===== config.mk =====
export PLATFORM = sky130hd
export DESIGN_NAME = ftc_merge
export DESIGN_NICKNAME = d
export VERILOG_FILES = /design/src/hw/rtl/ftc_pkg.sv /design/src/hw/rtl/ftc_merge.sv
export SDC_FILE = /design/constraint.sdc
export NUM_CORES = 1
export LEC_CHECK = 0
export BUFFER_PORTS_ARGS = -buffer_cell sky130_fd_sc_hd__clkbuf_2
export CORE_AREA = 5 5 193 195
export CTS_BUF_LIST = sky130_fd_sc_hd__clkbuf_8
export CTS_CLUSTER_DIAMETER = 30
export DETAILED_ROUTE_END_ITERATION = 7
export DIE_AREA = 0 0 198 200
export PLACE_DENSITY = 0.63
export RECOVER_POWER = 100
export SETUP_SLACK_MARGIN = 0.05
export SYNTH_ARGS = -nofsm -noshare
export SYNTH_HDL_FRONTEND = slang
export SYNTH_SLANG_ARGS = --single-unit

===== constraint.sdc =====
create_clock -name clk -period 7.7 [get_ports clk]
set_input_delay 0.77 -clock clk [delete_from_list [all_inputs] [get_ports clk]]
set_output_delay 0.77 -clock clk [all_outputs]
set_load 0.05 [all_outputs]

===== src/hw/rtl/ftc_pkg.sv =====
// Shared types, widths and calibration constants of the force/torque converter.
`timescale 1ns / 1ps

package ftc_pkg;

  // Channel and arithmetic widths.
  localparam int NUM_GAUGES = 6;
  localparam int NUM_AXES   = 6;
  localparam int GAUGE_W    = 18;
  localparam int DIFF_W     = GAUGE_W + 1;
  localparam int COEF_W     = 26;
  localparam int PROD_W     = DIFF_W + COEF_W;
  localparam int PAIR_W     = PROD_W + 1;
  localparam int ACC_W      = 50;
  localparam int FRAC_DROP  = 16;
  localparam int SH_W       = ACC_W - FRAC_DROP;
  localparam int OUT_W      = 32;
  localparam int QUO_W      = GAUGE_W;

  localparam int BIAS_SAMPLES_DEF = 16;

  // Command codes carried by in_cmd.
  localparam logic CMD_MEASURE = 1'b0;
  localparam logic CMD_BIAS    = 1'b1;

  // Rounding and saturation of the Q.32 sums to Q15.16.
  localparam logic signed [ACC_W-1:0] ROUND_HALF = ACC_W'(64'sd32768);
  localparam logic signed [SH_W-1:0]  SH_MAX     = SH_W'(64'sd2147483647);
  localparam logic signed [SH_W-1:0]  SH_MIN     = SH_W'(-64'sd2147483648);

  // Row scales: force rows by -20.4, torque rows by -1.23, both in Q.20.
  localparam longint FORCE_NUM  = -64'sd204 * 64'sd1048576;
  localparam longint FORCE_DEN  = 64'sd10000000;
  localparam longint TORQUE_NUM = -64'sd123 * 64'sd1048576;
  localparam longint TORQUE_DEN = 64'sd100000000;

  // Bias divider sequencer states.
  typedef enum logic [1:0] {
    BIAS_IDLE,
    BIAS_LOAD,
    BIAS_STORE
  } bias_state_t;

  // Controls of the bias dividers.
  typedef struct packed {
    logic load;
  } div_ctl_t;

  // Stage loads of the matrix lanes.
  typedef struct packed {
    logic ld_prod;
    logic ld_pair;
    logic ld_sum;
  } lane_ctl_t;

  // Force coefficient from a matrix entry in millionths, rounded half away from zero.
  function automatic logic signed [COEF_W-1:0] coef_force(input longint m);
    longint p;
    longint q;
    p = m * FORCE_NUM;
    if (p >= 0) begin
      q = (p + FORCE_DEN / 2) / FORCE_DEN;
    end else begin
      q = -((-p + FORCE_DEN / 2) / FORCE_DEN);
    end
    return COEF_W'(q);
  endfunction

  // Torque coefficient from a matrix entry in millionths, rounded half away from zero.
  function automatic logic signed [COEF_W-1:0] coef_torque(input longint m);
    longint p;
    longint q;
    p = m * TORQUE_NUM;
    if (p >= 0) begin
      q = (p + TORQUE_DEN / 2) / TORQUE_DEN;
    end else begin
      q = -((-p + TORQUE_DEN / 2) / TORQUE_DEN);
    end
    return COEF_W'(q);
  endfunction

  // Calibration matrix with the row scales folded in, one row per axis.
  localparam logic signed [COEF_W-1:0] COEF [NUM_AXES][NUM_GAUGES] = '{
    '{coef_force(-22), coef_force(1325), coef_force(-35134),
      coef_force(640126), coef_force(51951), coef_force(-641909)},
    '{coef_force(17570), coef_force(-743414), coef_force(-16234),
      coef_force(372558), coef_force(-32329), coef_force(366082)},
    '{coef_force(-1184654), coef_force(-12028), coef_force(-1165485),
      coef_force(-14266), coef_force(-1174821), coef_force(2540)},
    '{coef_torque(7847), coef_torque(-144965), coef_torque(552931),
      coef_torque(79813), coef_torque(-571950), coef_torque(71877)},
    '{coef_torque(-661215), coef_torque(-7048), coef_torque(337836),
      coef_torque(-125610), coef_torque(315335), coef_torque(132327)},
    '{coef_torque(-10556), coef_torque(346443), coef_torque(-9666),
      coef_torque(344562), coef_torque(-31572), coef_torque(339944)}
  };

endpackage


===== src/hw/rtl/ftc_merge.sv =====
// Merging stage: rounds and saturates the lane sums into the output register.
`timescale 1ns / 1ps

module ftc_merge (
  input  logic                               clk,
  input  logic                               rst_n,
  input  logic                               load,
  input  logic                               sum_valid,
  input  logic                               sum_ready,
  input  logic signed [ftc_pkg::ACC_W-1:0]   acc [ftc_pkg::NUM_AXES],
  output logic                               valid,
  output logic signed [ftc_pkg::OUT_W-1:0]   axis [ftc_pkg::NUM_AXES],
  output logic                               bias_ready
);

  logic                              valid_r;
  logic signed [ftc_pkg::OUT_W-1:0]  axis_r [ftc_pkg::NUM_AXES];
  logic signed [ftc_pkg::OUT_W-1:0]  axis_nxt [ftc_pkg::NUM_AXES];
  logic                              bias_ready_r;

  // Round half up to Q15.16, then clamp to the 32-bit range.
  always_comb begin
    logic signed [ftc_pkg::ACC_W-1:0] rnd;
    logic signed [ftc_pkg::SH_W-1:0]  sh;
    for (int a = 0; a < ftc_pkg::NUM_AXES; a++) begin
      rnd = acc[a] + ftc_pkg::ROUND_HALF;
      sh  = rnd[ftc_pkg::ACC_W-1:ftc_pkg::FRAC_DROP];
      if (sh > ftc_pkg::SH_MAX) begin
        axis_nxt[a] = ftc_pkg::OUT_W'(ftc_pkg::SH_MAX);
      end else if (sh < ftc_pkg::SH_MIN) begin
        axis_nxt[a] = ftc_pkg::OUT_W'(ftc_pkg::SH_MIN);
      end else begin
        axis_nxt[a] = sh[ftc_pkg::OUT_W-1:0];
      end
    end
  end

  // Output beat flag.
  always_ff @(posedge clk) begin
    if (!rst_n) begin
      valid_r <= 1'b0;
    end else if (load) begin
      valid_r <= sum_valid;
    end
  end

  // Output beat payload.
  always_ff @(posedge clk) begin
    if (load && sum_valid) begin
      axis_r       <= axis_nxt;
      bias_ready_r <= sum_ready;
    end
  end

  assign valid      = valid_r;
  assign axis       = axis_r;
  assign bias_ready = bias_ready_r;

endmodule


==> results.cfg <==
[timing]
setup_viol = 0
post-route-min-period_ps = 5370
max_freq_ghz = 0.186
worst_slew_pin_slew_ps = 4310
clock_skew_ps = 0
slew_headroom_pct = -188
slew_violations = 102
setup-tns-final_ps = 0
min_period_over_period_pct = 69.7
whs_ps = 442
rsz0062_at_grt = no
hold_viol = 0

[global_routing]
antenna_found_initial = 2
grt-ovfl-total = 0
grt_pass1_vias = 9750
grt_pass1_wl_um = 53300
track_usage_pct = 17.2
grt_max_degree = 63

[floorplan]
die_w_um = 198
die-area_um2 = 39600
io_pins = 499
rows = 69
die_h_um = 200
coreArea_um2 = 35200
start_util_pct = 31.9

[cts]
cts_hold_buffers = 0
clk_latency_ps = 500
cts_buffers = 17
cts.reportedPaths.clkPinSlew_ps = 100
cts.sinks = 194
cts_setup_buffers = 0
cts.repair.resized = 0
clockBufferDepth = 2
cts_tree = built
cts-root-buf = clkbuf_8
h-tree-depth = 4

[detailed_routing]
avgRoutedWirePerCell_um = 18.3
wl_um = 35400
drc = 0
routed_via_density = 5.04
num_vias = 9762
ant_nets = 0
drtIter0Drc = 454
dr.pass1.iters = 5

[run]
maxCapViolations = 3

[synth]
avgSynthCellArea_um2 = 10.5
netlist.area_leader.share_pct = 51.6
synth_edf_count = 193
synth-seq-cells = 194
synth_top_area_cell = edfxtp_1
yosysWarnings = 0
ys_top_cells_by_area = edfxtp_1 52%, xor2_1 8.3%, a21oi_1 7.1%
synth-async-reset-ratio_pct = 0
syn_area_um2 = 11200
ys.flop_type = edfxtp_1
syn_nets = 1378
ys_types = 56
postSynthCellCount = 1067
ys_seq_area_share_pct = 51.8

[worst_hold_path]
hold_class = input port to flip-flop

[worst_setup_path]
r2r_setup_slack_ps = 6990
cp_max_fo = 62
end_kind = flip-flop
critPathKind = input port to flip-flop
crit_required_ps = 7800
cp-start-kind = input port
worstPathArrival_ps = 5470

[pwr]
ir_drop_v = 0.0000979
powerDensity_nw_per_um2 = 188
p_leak_nw = 4.68

[finish]
syn_to_final_growth_pct = 22.1
fill_cells = 3606
final_layout_size_suffix_gt1_share_pct = 17.9
fin_nets = 1772

[place]
io_buffers = 408
place_congestion = 0.870
hpwl_um = 27900

[status]
violations = capacitance limit, slew limit
status = finished with violations
-- cells by family after synthesis --
family	share of synthesized area [%]
fa+ha+maj	0.668
compound gates	11.5
buf+inv	2.54
xor+xnor	15.1
simple gates	18.4
flops	51.8
-- metrics by stage --
stage	util (%)	setup WS [ps]	cell area [µm²]	power, W	cells
2_1_floorplan	-	1960	11200	0.00176	1067
3_3_place_gp	38.9	3430	13700	0.00198	1903
3_5_place_dp	38.9	3280	13700	0.00198	1903
4_1_cts	39.9	3850	14100	0.00263	1934
5_1_grt	39.0	1800	13700	0.00270	1936
6_report	39.0	2330	13700	0.00258	1936
-- cell usage after synthesis (2+ instances only) --
| master | number |
|---|---|
| edfxtp_1 | 193 |
| a21oi_1 | 159 |
| xor2_1 | 107 |
| nand3_1 | 85 |
| xnor2_1 | 83 |
| nand2_1 | 81 |
| nor2_1 | 61 |
| nand4_1 | 50 |
| and3_1 | 34 |
| o21ai_0 | 32 |
| buf_2 | 21 |
| inv_1 | 21 |
| nor3_1 | 15 |
| and4_1 | 13 |
| clkbuf_1 | 12 |
| and2_1 | 11 |
| a21oi_2 | 9 |
| o21ai_1 | 8 |
| ha_1 | 6 |
| nor4_1 | 5 |
| nor4_4 | 5 |
| a31o_2 | 4 |
| nor2b_1 | 4 |
| a31oi_1 | 3 |
| buf_6 | 3 |
| nor3_2 | 3 |
| a21o_1 | 2 |
| a32o_1 | 2 |
| buf_4 | 2 |
| nand4_2 | 2 |
| o2111ai_1 | 2 |
| o21a_1 | 2 |
| o21ai_2 | 2 |
| o21bai_1 | 2 |
| or3_1 | 2 |
-- path summary, 6_finish.rpt --
| path | start | to | cells past startpoint |
|---|---|---|---|
| max | sum_valid | axis[51] | 3 |
| min | sum_ready | bias_ready | 1 |
| max reg2reg | valid | valid | 2 |
| min reg2reg | valid | valid | 2 |
-- power breakdown --
part | switching, W | internal [W] | leakage, nW | total, W
registers | 0.0000237 | 0.00126 | 1.80 | 0.00129
clock network | 0.000390 | 0.000253 | 0.184 | 0.000643
logic | 0.000505 | 0.000143 | 2.70 | 0.000648
-- per-layer routing --
metal	part of all wire, %	up-vias	track usage, %
li1	-	4735	-
met1	39	4628	20.0
met2	47	356	28.7
met3	11	43	7.75
met4	2.1	0	5.51
met5	0	-	0
-- sequential cells by signal, summed over array words and instances, names as in the netlist --
register    flops
bias_ready      1
axis          192
valid           1
-- critical path, stage by stage --
cell and delay, ps:
clkbuf_2 70, and2_0 3100, clkbuf_2 1420
-- layout make-up --
type	instances	area [µm²]	share of cell area, %
sequential	194	5820	42.4
antenna	2	5.00	0.0365
inverter	22	82.6	0.602
tap	461	577	4.20
timing repair buffer	414	1830	13.3
clock buffer	17	234	1.71
multi-input combinational	812	5060	36.9
clock inverter	14	118	0.857
-- cells in the final DEF, fill, tap and decap left out, types with 13 or more instances in the layout --
cell type and n:
clkbuf_2 209, clkbuf_1 201, edfxtp_1 193, a21oi_1 161
xor2_1 107, nand3_1 85, xnor2_1 84, nand2_1 82
nor2_1 61, nand4_1 50, o21ai_0 39, and3_1 34
inv_1 24, clkbuf_8 17, nor3_1 16, and4_1 13
Power figures use the tool's default switching activity.
