<file path="config.mk">
export PLATFORM = sky130hd
export DESIGN_NAME = ftc_div
export DESIGN_NICKNAME = d
export VERILOG_FILES = /design/src/hw/rtl/ftc_pkg.sv /design/src/hw/rtl/ftc_div.sv
export SDC_FILE = /design/constraint.sdc
export NUM_CORES = 1
export LEC_CHECK = 0
export BUFFER_PORTS_ARGS = -buffer_cell sky130_fd_sc_hd__buf_2
export CAP_MARGIN = 20
export CELL_PAD_IN_SITES_DETAIL_PLACEMENT = 1
export CELL_PAD_IN_SITES_GLOBAL_PLACEMENT = 1
export CORE_MARGIN = 2
export CORE_UTILIZATION = 33
export CTS_CLUSTER_DIAMETER = 80
export DETAILED_ROUTE_END_ITERATION = 16
export PLACE_DENSITY_LB_ADDON = 0.08
export RECOVER_POWER = 100
export SETUP_SLACK_MARGIN = 0.02
export SLEW_MARGIN = 20
export SYNTH_ARGS = -nofsm -noshare
export SYNTH_HDL_FRONTEND = slang
export SYNTH_SLANG_ARGS = --single-unit
</file>
<file path="constraint.sdc">
create_clock -name clk -period 0.9 [get_ports clk]
set_input_delay 0.09 -clock clk [delete_from_list [all_inputs] [get_ports clk]]
set_output_delay 0.09 -clock clk [all_outputs]
set_load 0.03 [all_outputs]
</file>
<file path="src/hw/rtl/ftc_pkg.sv">
// Shared types, widths and calibration constants of the force/torque converter.
`timescale 1ns / 1ps

package ftc_pkg;

  // Channel and arithmetic widths.
  localparam int NUM_GAUGES = 6;
  localparam int NUM_AXES   = 6;
  localparam int GAUGE_W    = 18;
  localparam int DIFF_W     = GAUGE_W + 1;
  localparam int COEF_W     = 26;
  localparam int PROD_W     = DIFF_W + COEF_W;
  localparam int PAIR_W     = PROD_W + 1;
  localparam int ACC_W      = 50;
  localparam int FRAC_DROP  = 16;
  localparam int SH_W       = ACC_W - FRAC_DROP;
  localparam int OUT_W      = 32;
  localparam int QUO_W      = GAUGE_W;

  localparam int BIAS_SAMPLES_DEF = 16;

  // Command codes carried by in_cmd.
  localparam logic CMD_MEASURE = 1'b0;
  localparam logic CMD_BIAS    = 1'b1;

  // Rounding and saturation of the Q.32 sums to Q15.16.
  localparam logic signed [ACC_W-1:0] ROUND_HALF = ACC_W'(64'sd32768);
  localparam logic signed [SH_W-1:0]  SH_MAX     = SH_W'(64'sd2147483647);
  localparam logic signed [SH_W-1:0]  SH_MIN     = SH_W'(-64'sd2147483648);

  // Row scales: force rows by -20.4, torque rows by -1.23, both in Q.20.
  localparam longint FORCE_NUM  = -64'sd204 * 64'sd1048576;
  localparam longint FORCE_DEN  = 64'sd10000000;
  localparam longint TORQUE_NUM = -64'sd123 * 64'sd1048576;
  localparam longint TORQUE_DEN = 64'sd100000000;

  // Bias divider sequencer states.
  typedef enum logic [1:0] {
    BIAS_IDLE,
    BIAS_LOAD,
    BIAS_STORE
  } bias_state_t;

  // Controls of the bias dividers.
  typedef struct packed {
    logic load;
  } div_ctl_t;

  // Stage loads of the matrix lanes.
  typedef struct packed {
    logic ld_prod;
    logic ld_pair;
    logic ld_sum;
  } lane_ctl_t;

  // Force coefficient from a matrix entry in millionths, rounded half away from zero.
  function automatic logic signed [COEF_W-1:0] coef_force(input longint m);
    longint p;
    longint q;
    p = m * FORCE_NUM;
    if (p >= 0) begin
      q = (p + FORCE_DEN / 2) / FORCE_DEN;
    end else begin
      q = -((-p + FORCE_DEN / 2) / FORCE_DEN);
    end
    return COEF_W'(q);
  endfunction

  // Torque coefficient from a matrix entry in millionths, rounded half away from zero.
  function automatic logic signed [COEF_W-1:0] coef_torque(input longint m);
    longint p;
    longint q;
    p = m * TORQUE_NUM;
    if (p >= 0) begin
      q = (p + TORQUE_DEN / 2) / TORQUE_DEN;
    end else begin
      q = -((-p + TORQUE_DEN / 2) / TORQUE_DEN);
    end
    return COEF_W'(q);
  endfunction

  // Calibration matrix with the row scales folded in, one row per axis.
  localparam logic signed [COEF_W-1:0] COEF [NUM_AXES][NUM_GAUGES] = '{
    '{coef_force(-22), coef_force(1325), coef_force(-35134),
      coef_force(640126), coef_force(51951), coef_force(-641909)},
    '{coef_force(17570), coef_force(-743414), coef_force(-16234),
      coef_force(372558), coef_force(-32329), coef_force(366082)},
    '{coef_force(-1184654), coef_force(-12028), coef_force(-1165485),
      coef_force(-14266), coef_force(-1174821), coef_force(2540)},
    '{coef_torque(7847), coef_torque(-144965), coef_torque(552931),
      coef_torque(79813), coef_torque(-571950), coef_torque(71877)},
    '{coef_torque(-661215), coef_torque(-7048), coef_torque(337836),
      coef_torque(-125610), coef_torque(315335), coef_torque(132327)},
    '{coef_torque(-10556), coef_torque(346443), coef_torque(-9666),
      coef_torque(344562), coef_torque(-31572), coef_torque(339944)}
  };

endpackage

</file>
<file path="src/hw/rtl/ftc_div.sv">
// Constant divider that turns one gauge's bias sum into its floor average.
`timescale 1ns / 1ps

module ftc_div #(
  parameter int BIAS_SAMPLES = ftc_pkg::BIAS_SAMPLES_DEF
) (
  input  logic                                 clk,
  input  ftc_pkg::div_ctl_t                    ctl,
  input  logic signed [ftc_pkg::GAUGE_W+$clog2(BIAS_SAMPLES)-1:0] sum,
  output logic signed [ftc_pkg::GAUGE_W-1:0]   level
);

  localparam int SUM_W = ftc_pkg::GAUGE_W + $clog2(BIAS_SAMPLES);
  // The reciprocal is rounded up and scaled so that the upper product bits
  // give the exact floor quotient for every dividend below 2^SUM_W.
  localparam int SHIFT = SUM_W + $clog2(BIAS_SAMPLES);
  localparam int RCP_W = SUM_W + 1;
  localparam int PRD_W = SHIFT + ftc_pkg::QUO_W;
  localparam longint RCP_VAL = ((64'sd1 <<< SHIFT) + longint'(BIAS_SAMPLES) - 64'sd1)
                               / longint'(BIAS_SAMPLES);
  localparam logic [RCP_W-1:0] RCP = RCP_W'(RCP_VAL);
  // Offsetting by N * 2^17 makes the dividend non-negative; the quotient MSB
  // then carries the sign flipped.
  localparam logic [SUM_W-1:0] OFFSET = SUM_W'(BIAS_SAMPLES) << (ftc_pkg::GAUGE_W - 1);

  logic [SUM_W-1:0]            biased;
  logic [PRD_W-1:0]            prod;
  logic [ftc_pkg::QUO_W-1:0]   quo_r;

  assign biased = $unsigned(sum) + OFFSET;
  assign prod   = PRD_W'(biased) * PRD_W'(RCP);

  // Quotient captured in the cycle after the run ends.
  always_ff @(posedge clk) begin
    if (ctl.load) begin
      quo_r <= prod[PRD_W-1:SHIFT];
    end
  end

  assign level = {~quo_r[ftc_pkg::QUO_W-1], quo_r[ftc_pkg::QUO_W-2:0]};

endmodule

</file>
==> metrics.md, run 1 <==
| Metric | Value |
|---|---|
| Outcome | `finished, violations left` |
| Failing checks | `setup timing` |
| Row Count | `16` |
| Final setup fails | `18` |
| Largest net degree at the start of global routing | `19` |
| IR drop worst, VDD | `0.906 mV` |
| Most frequent cells in the layout | `buf_2, buf_6, edfxtp_1` |
| CTS buffer count | `3` |
| Worst setup EP type | `primary output` |
| Vias per cell | `3.80` |
| Worst slew margin | `71.7%` |
| Pre-CTS worst setup slack | `between 200 and 250 ps` |
| Mean Syn Cell Area | `roughly 18 µm²` |
| Crit path max-delay family | `flip-flops` |
| Fin cells | `105` |
| Placed cell area | `787 µm²` |
| Cells along the critical path | `inv_2 -> buf_6` |
| Critical path data arrival time | `850 ps` |
| Largest register by flop count | `quo_r` |
| Number of remaining DRC errors | `0` |
| Initial antenna violation count | `0` |
| Biggest regs | `quo_r: 18 flops` |
| RSZ-0062 raised after global routing | `true` |
| Yosys Warn Count | `0` |
| CTS Sinks | `18` |
| Delay of the slowest critical-path stage | `approximately 390 ps` |
| Core area | `1940 µm²` |
| Layout cells sized above 1 | `53.8%` |
| Worst path bufs/invs | `2` |
| # fillers | `203` |
| Setup Buffers After CTS | `0` |
| Routed WL | `1140 µm` |
| Avg WL per Cell | `10.9 µm` |
| Synth area leader | `edfxtp_1` |
| DR pass1 iterations | `1` |
| Area contributors post-synth | `edfxtp_1, buf_4, inv_1` |
| Highest clock rate | `between 1 and 1.5 GHz` |
| Final hold vios | `0` |
| Mapped Cells | `37` |
| Vias in the first global route | `between 400 and 500` |
| Multi-input gate count | `0` |
| CP Class | `flop to primary output` |
| GPL Wtd Cong | `~0.66` |
| H-tree Lvls | `1` |
| Design area | `about 1100 µm²` |
| Min Tclk post-route | `939 ps` |
| Required time of the critical path | `slightly above 800 ps` |
| Area grow syn2layout | `59.4%` |
| Distinct cells, synth | `3` |
| Routed Antenna Nets | `0` |
| Cells after DPL | `85` |
| Die area | `2430 µm²` |
| DR iter-0 viols | `0` |
| Tcrit/Tclk final | `104%` |
| CP max FO | `1` |
| Die width | `about 49 µm` |
| Final nets | `104` |
| Synthesized Nets | `just over 60` |
| Commonest non-fill, non-tap cell in the layout | `buf_2` |
| Mapped cell area | `676 µm²` |
| Slew at the pin with the worst max-slew slack | `approximately 420 ps` |
| Initial Utilization | `roughly a third` |
| Max-cap viol count | `0` |
| Total number of vias | `399` |
| Antenna cells | `0` |
| Total track usage | `a little over a tenth` |
| Multi-input gate area | `0 µm²` |
| Post-route setup slack | `-39.5 ps` |
| Final Max Tran Viols | `0` |
| # port buffers | `37` |
| Share of the synthesized area in the top cell type | `80.0%` |
| Seq/Total Area, Yosys | `80.0%` |
| Clk buf depth | `2` |
| Synth Register Bits | `18` |
| Register Area | `between 500 and 600 µm²` |
| Util after Layout | `~55%` |
| CP startpoint kind | `flop` |
| First-pass GRT wire length | `1920 µm` |
| CTS tree | `done` |
| Worst path slowest cell | `edfxtp_1` |
| I/O Pins | `42` |
| CTS root buf | `clkbuf_4` |
| Tightest Hold Check Type | `input port to flop` |
| Reg clk slew, reported paths | `~90 ps` |
| PD cells | `1660 nW/µm²` |
| Die Y | `49.3 µm` |
| P_leak | `0.000458 µW` |
| Number of flip-flops under the largest register name | `18` |
| Overflow after GRT | `0` |
## kinds of logic (layout without fill, tap and decap cells)
family	Yosys count	in the layout	share of synthesized area [%]
flip-flops	18	18	80.0
buffers and inverters	19	60	20.0
## synth_stat cells
cell type  number
edfxtp_1       18
buf_4          17
inv_1           2
## per-layer routing
layer | up-vias | track usage (%) | share of wire (%)
li1 | 193 | - | -
met1 | 186 | 11.6 | 36
met2 | 20 | 19.1 | 58
met3 | 0 | 3.07 | 6.1
met4 | 0 | 4.29 | 0
met5 | - | 0 | 0
## per-stage QoR
step / total power (µW) / hold WS (ps) / setup TNS [ps]
after global routing: 1870 / 44.3 / -1050
final: 1780 / 47.9 / -206
after CTS: 1820 / 36.2 / -576
after detailed placement: 1290 / 269 / 0
after global placement: 1290 / 268 / 0
after floorplan: 1250 / 189 / 0
## what timing repair did
action / CTS / global route
hold buffers: 17 / 0
setup endpoints to repair: 18 / 18
gates resized for setup: 36 / 1
hold endpoints to repair: 17 / 0
## final cells by class
cell class | count | area share [%]
Clock buffer | 3 | 2.09
Inverter | 2 | 0.697
Sequential cell | 18 | 50.2
Tap cell | 27 | 3.14
Timing Repair Buffer | 55 | 43.9
## power by group
group,switching (µW),total [µW],internal [µW],leakage (µW)
sequential,27.9,1020,997,0.000176
clock,222,377,155,0.0000138
combinational,189,383,194,0.000268
total,439,1780,1350,0.000458
## path summary, 6_finish.rpt
check / start / cells past startpoint / slack (ps) / end
worst max-delay path: quo_r[17] / 2 / -40 / level[17]
worst min-delay path: sum[21] / 2 / 50 / quo_r[17]
No activity file was read; power rests on OpenSTA's default activity.
==> inputs of run 2 (changes only) <==
CORE_ASPECT_RATIO = 1.2   (was unset)
PLACE_DENSITY_LB_ADDON = 0.1   (was 0.08)
==> run 2 against run 1 <==
The flow still finishes with violations (setup timing). Cell area fell by 0.35%. Sequential share of layout area rose by 0.18 points. Die area barely moved. Total power rose by 0.75%. Critical path type unchanged.
==> metrics.md, run 2 (synthesis results as in run 1) <==
| Metric | Value |
|---|---|
| CP Class | `flop to primary output` |
| CTS buffer count | `3` |
| CTS tree | `done` |
| CTS root buf | `clkbuf_4` |
| Tightest Hold Check Type | `input port to flop` |
| DP HPWL | `712 µm` |
| CP startpoint kind | `flop` |
| Clk buf depth | `2` |
| Final hold vios | `0` |
| Fin cells | `99` |
| Outcome | `finished, violations left` |
| IR drop worst, VDD | `0.943 mV` |
| Most frequent cells in the layout | `buf_2, buf_6, edfxtp_1` |
| Die Y | `53.6 µm` |
| Design area | `about 1100 µm²` |
| Total track usage | `11.7%` |
| Row Count | `17` |
| Critical path data arrival time | `about 860 ps` |
| Placed cell area | `just under 800 µm²` |
| Worst setup path startpoint | `quo_r[17]` |
| Highest clock rate | `about 1.1 GHz` |
| Final Max Tran Viols | `0` |
| Core area | `1890 µm²` |
| Routed WL | `approximately 1300 µm` |
| Delay of the slowest critical-path stage | `390 ps` |
| Post-route setup slack | `-51.5 ps` |
| Final nets | `105` |
| Cells after DPL | `78` |
| P_leak | `0.000458 µW` |
| Tcrit/Tclk final | `106%` |
| Required time of the critical path | `810 ps` |
| Cells along the critical path | `inv_2 -> buf_6` |
| Critical path endpoint | `level[17]` |
| Max-cap viol count | `0` |
| Commonest non-fill, non-tap cell in the layout | `buf_2` |
| GPL Wtd Cong | `0.636` |
| Setup Buffers After CTS | `0` |
| Final setup fails | `18` |
| RSZ-0062 raised after global routing | `true` |
| Total number of vias | `406` |
| Register Area | `541 µm²` |
| Overflow after GRT | `0` |
| Multi-input gate area | `0 µm²` |
| Antenna cells | `0` |
| CTS Sinks | `18` |
| Vias per cell | `4.10` |
| Initial antenna violation count | `0` |
| Slew at the pin with the worst max-slew slack | `673 ps` |
| Worst slew margin | `55.1%` |
| Avg WL per Cell | `12.6 µm` |
| CP max FO | `1` |
| Largest register by flop count | `quo_r` |
| First-pass GRT wire length | `1900 µm` |
| Worst setup EP type | `primary output` |
| Reg clk slew, reported paths | `100 ps` |
| Failing checks | `setup timing` |
| # fillers | `191` |
| Hold Path Origin | `sum[21]` |
| H-tree Lvls | `1` |
| Worst path slowest cell | `edfxtp_1` |
| I/O Pins | `between 40 and 50` |
| Routed Antenna Nets | `0` |
| Multi-input gate count | `0` |
| Hold slack final | `40.2 ps` |
| Largest net degree at the start of global routing | `14` |
| Min Tclk post-route | `952 ps` |
| DR pass1 iterations | `2` |
| Pre-CTS worst setup slack | `233 ps` |
| PD cells | `1670 nW/µm²` |
| TNS Setup | `-250 ps` |
| Number of flip-flops under the largest register name | `18` |
| Area grow syn2layout | `58.9%` |
| Die area | `around 2400 µm²` |
| Number of remaining DRC errors | `0` |
| Initial Utilization | `35.7%` |
| Layout cells sized above 1 | `51.2%` |
| Die width | `45.3 µm` |
| DR iter-0 viols | `1` |
| Biggest regs | `quo_r: 18 flops` |
| # port buffers | `37` |
| Vias in the first global route | `445` |
-- run 2: changes by cell type in the layout (fill, tap and decap cells not counted) --
cell | previous run | this run
clkinv_1 | 0 | 1
clkbuf_1 | 0 | 2
clkbuf_2 | 1 | 0
-- run 2: area by class of cell --
type,instances,share of cell area (%)
sequential,18,50.3
timing repair buffer,56,44.3
tap,19,2.21
clock buffer,3,2.10
inverter,2,0.699
clock inverter,1,0.350
-- run 2: report_power, final --
group	total (µW)	switching, µW	internal [µW]
logic	385	191	195
registers	1020	27.9	997
clock network	388	227	161
-- run 2: worst max-delay path, delay by kind of cell (launching register included) --
kind,cells,cell delay [ps]
flip-flops,1,390
buffers and inverters,2,190
-- run 2: per-layer routing --
layer,vias to the layer above,wire (µm),track usage (%)
met5,-,0,0
met4,0,0,2.94
met3,0,79,2.68
met2,21,793,24.3
met1,189,379,10.8
li1,196,-,-
-- run 2: per-stage QoR --
stage | utilization (%) | total power [µW]
CTS | 57.8 | 1820
detailed placement | 41.4 | 1290
floorplan | - | 1250
finish | 56.7 | 1800
global placement | 41.4 | 1290
global route | 56.7 | 1880
-- run 2: worst min path at each step --
stage | to | slack (ps) | cells after the start
after floorplan | quo_r[0] | 190 | 0
after global placement | quo_r[4] | 270 | 1
after detailed placement | quo_r[4] | 270 | 1
after CTS | quo_r[17] | 30 | 2
after global routing | quo_r[17] | 60 | 2
final | quo_r[17] | 40 | 2
-- run 2: repair_timing --
action	in CTS	in global routing
pin swaps	0	0
cloned	0	0
endpoints found under the hold margin	17	0
setup endpoints to repair	18	18
hold buffers	17	0
resized for setup	36	1
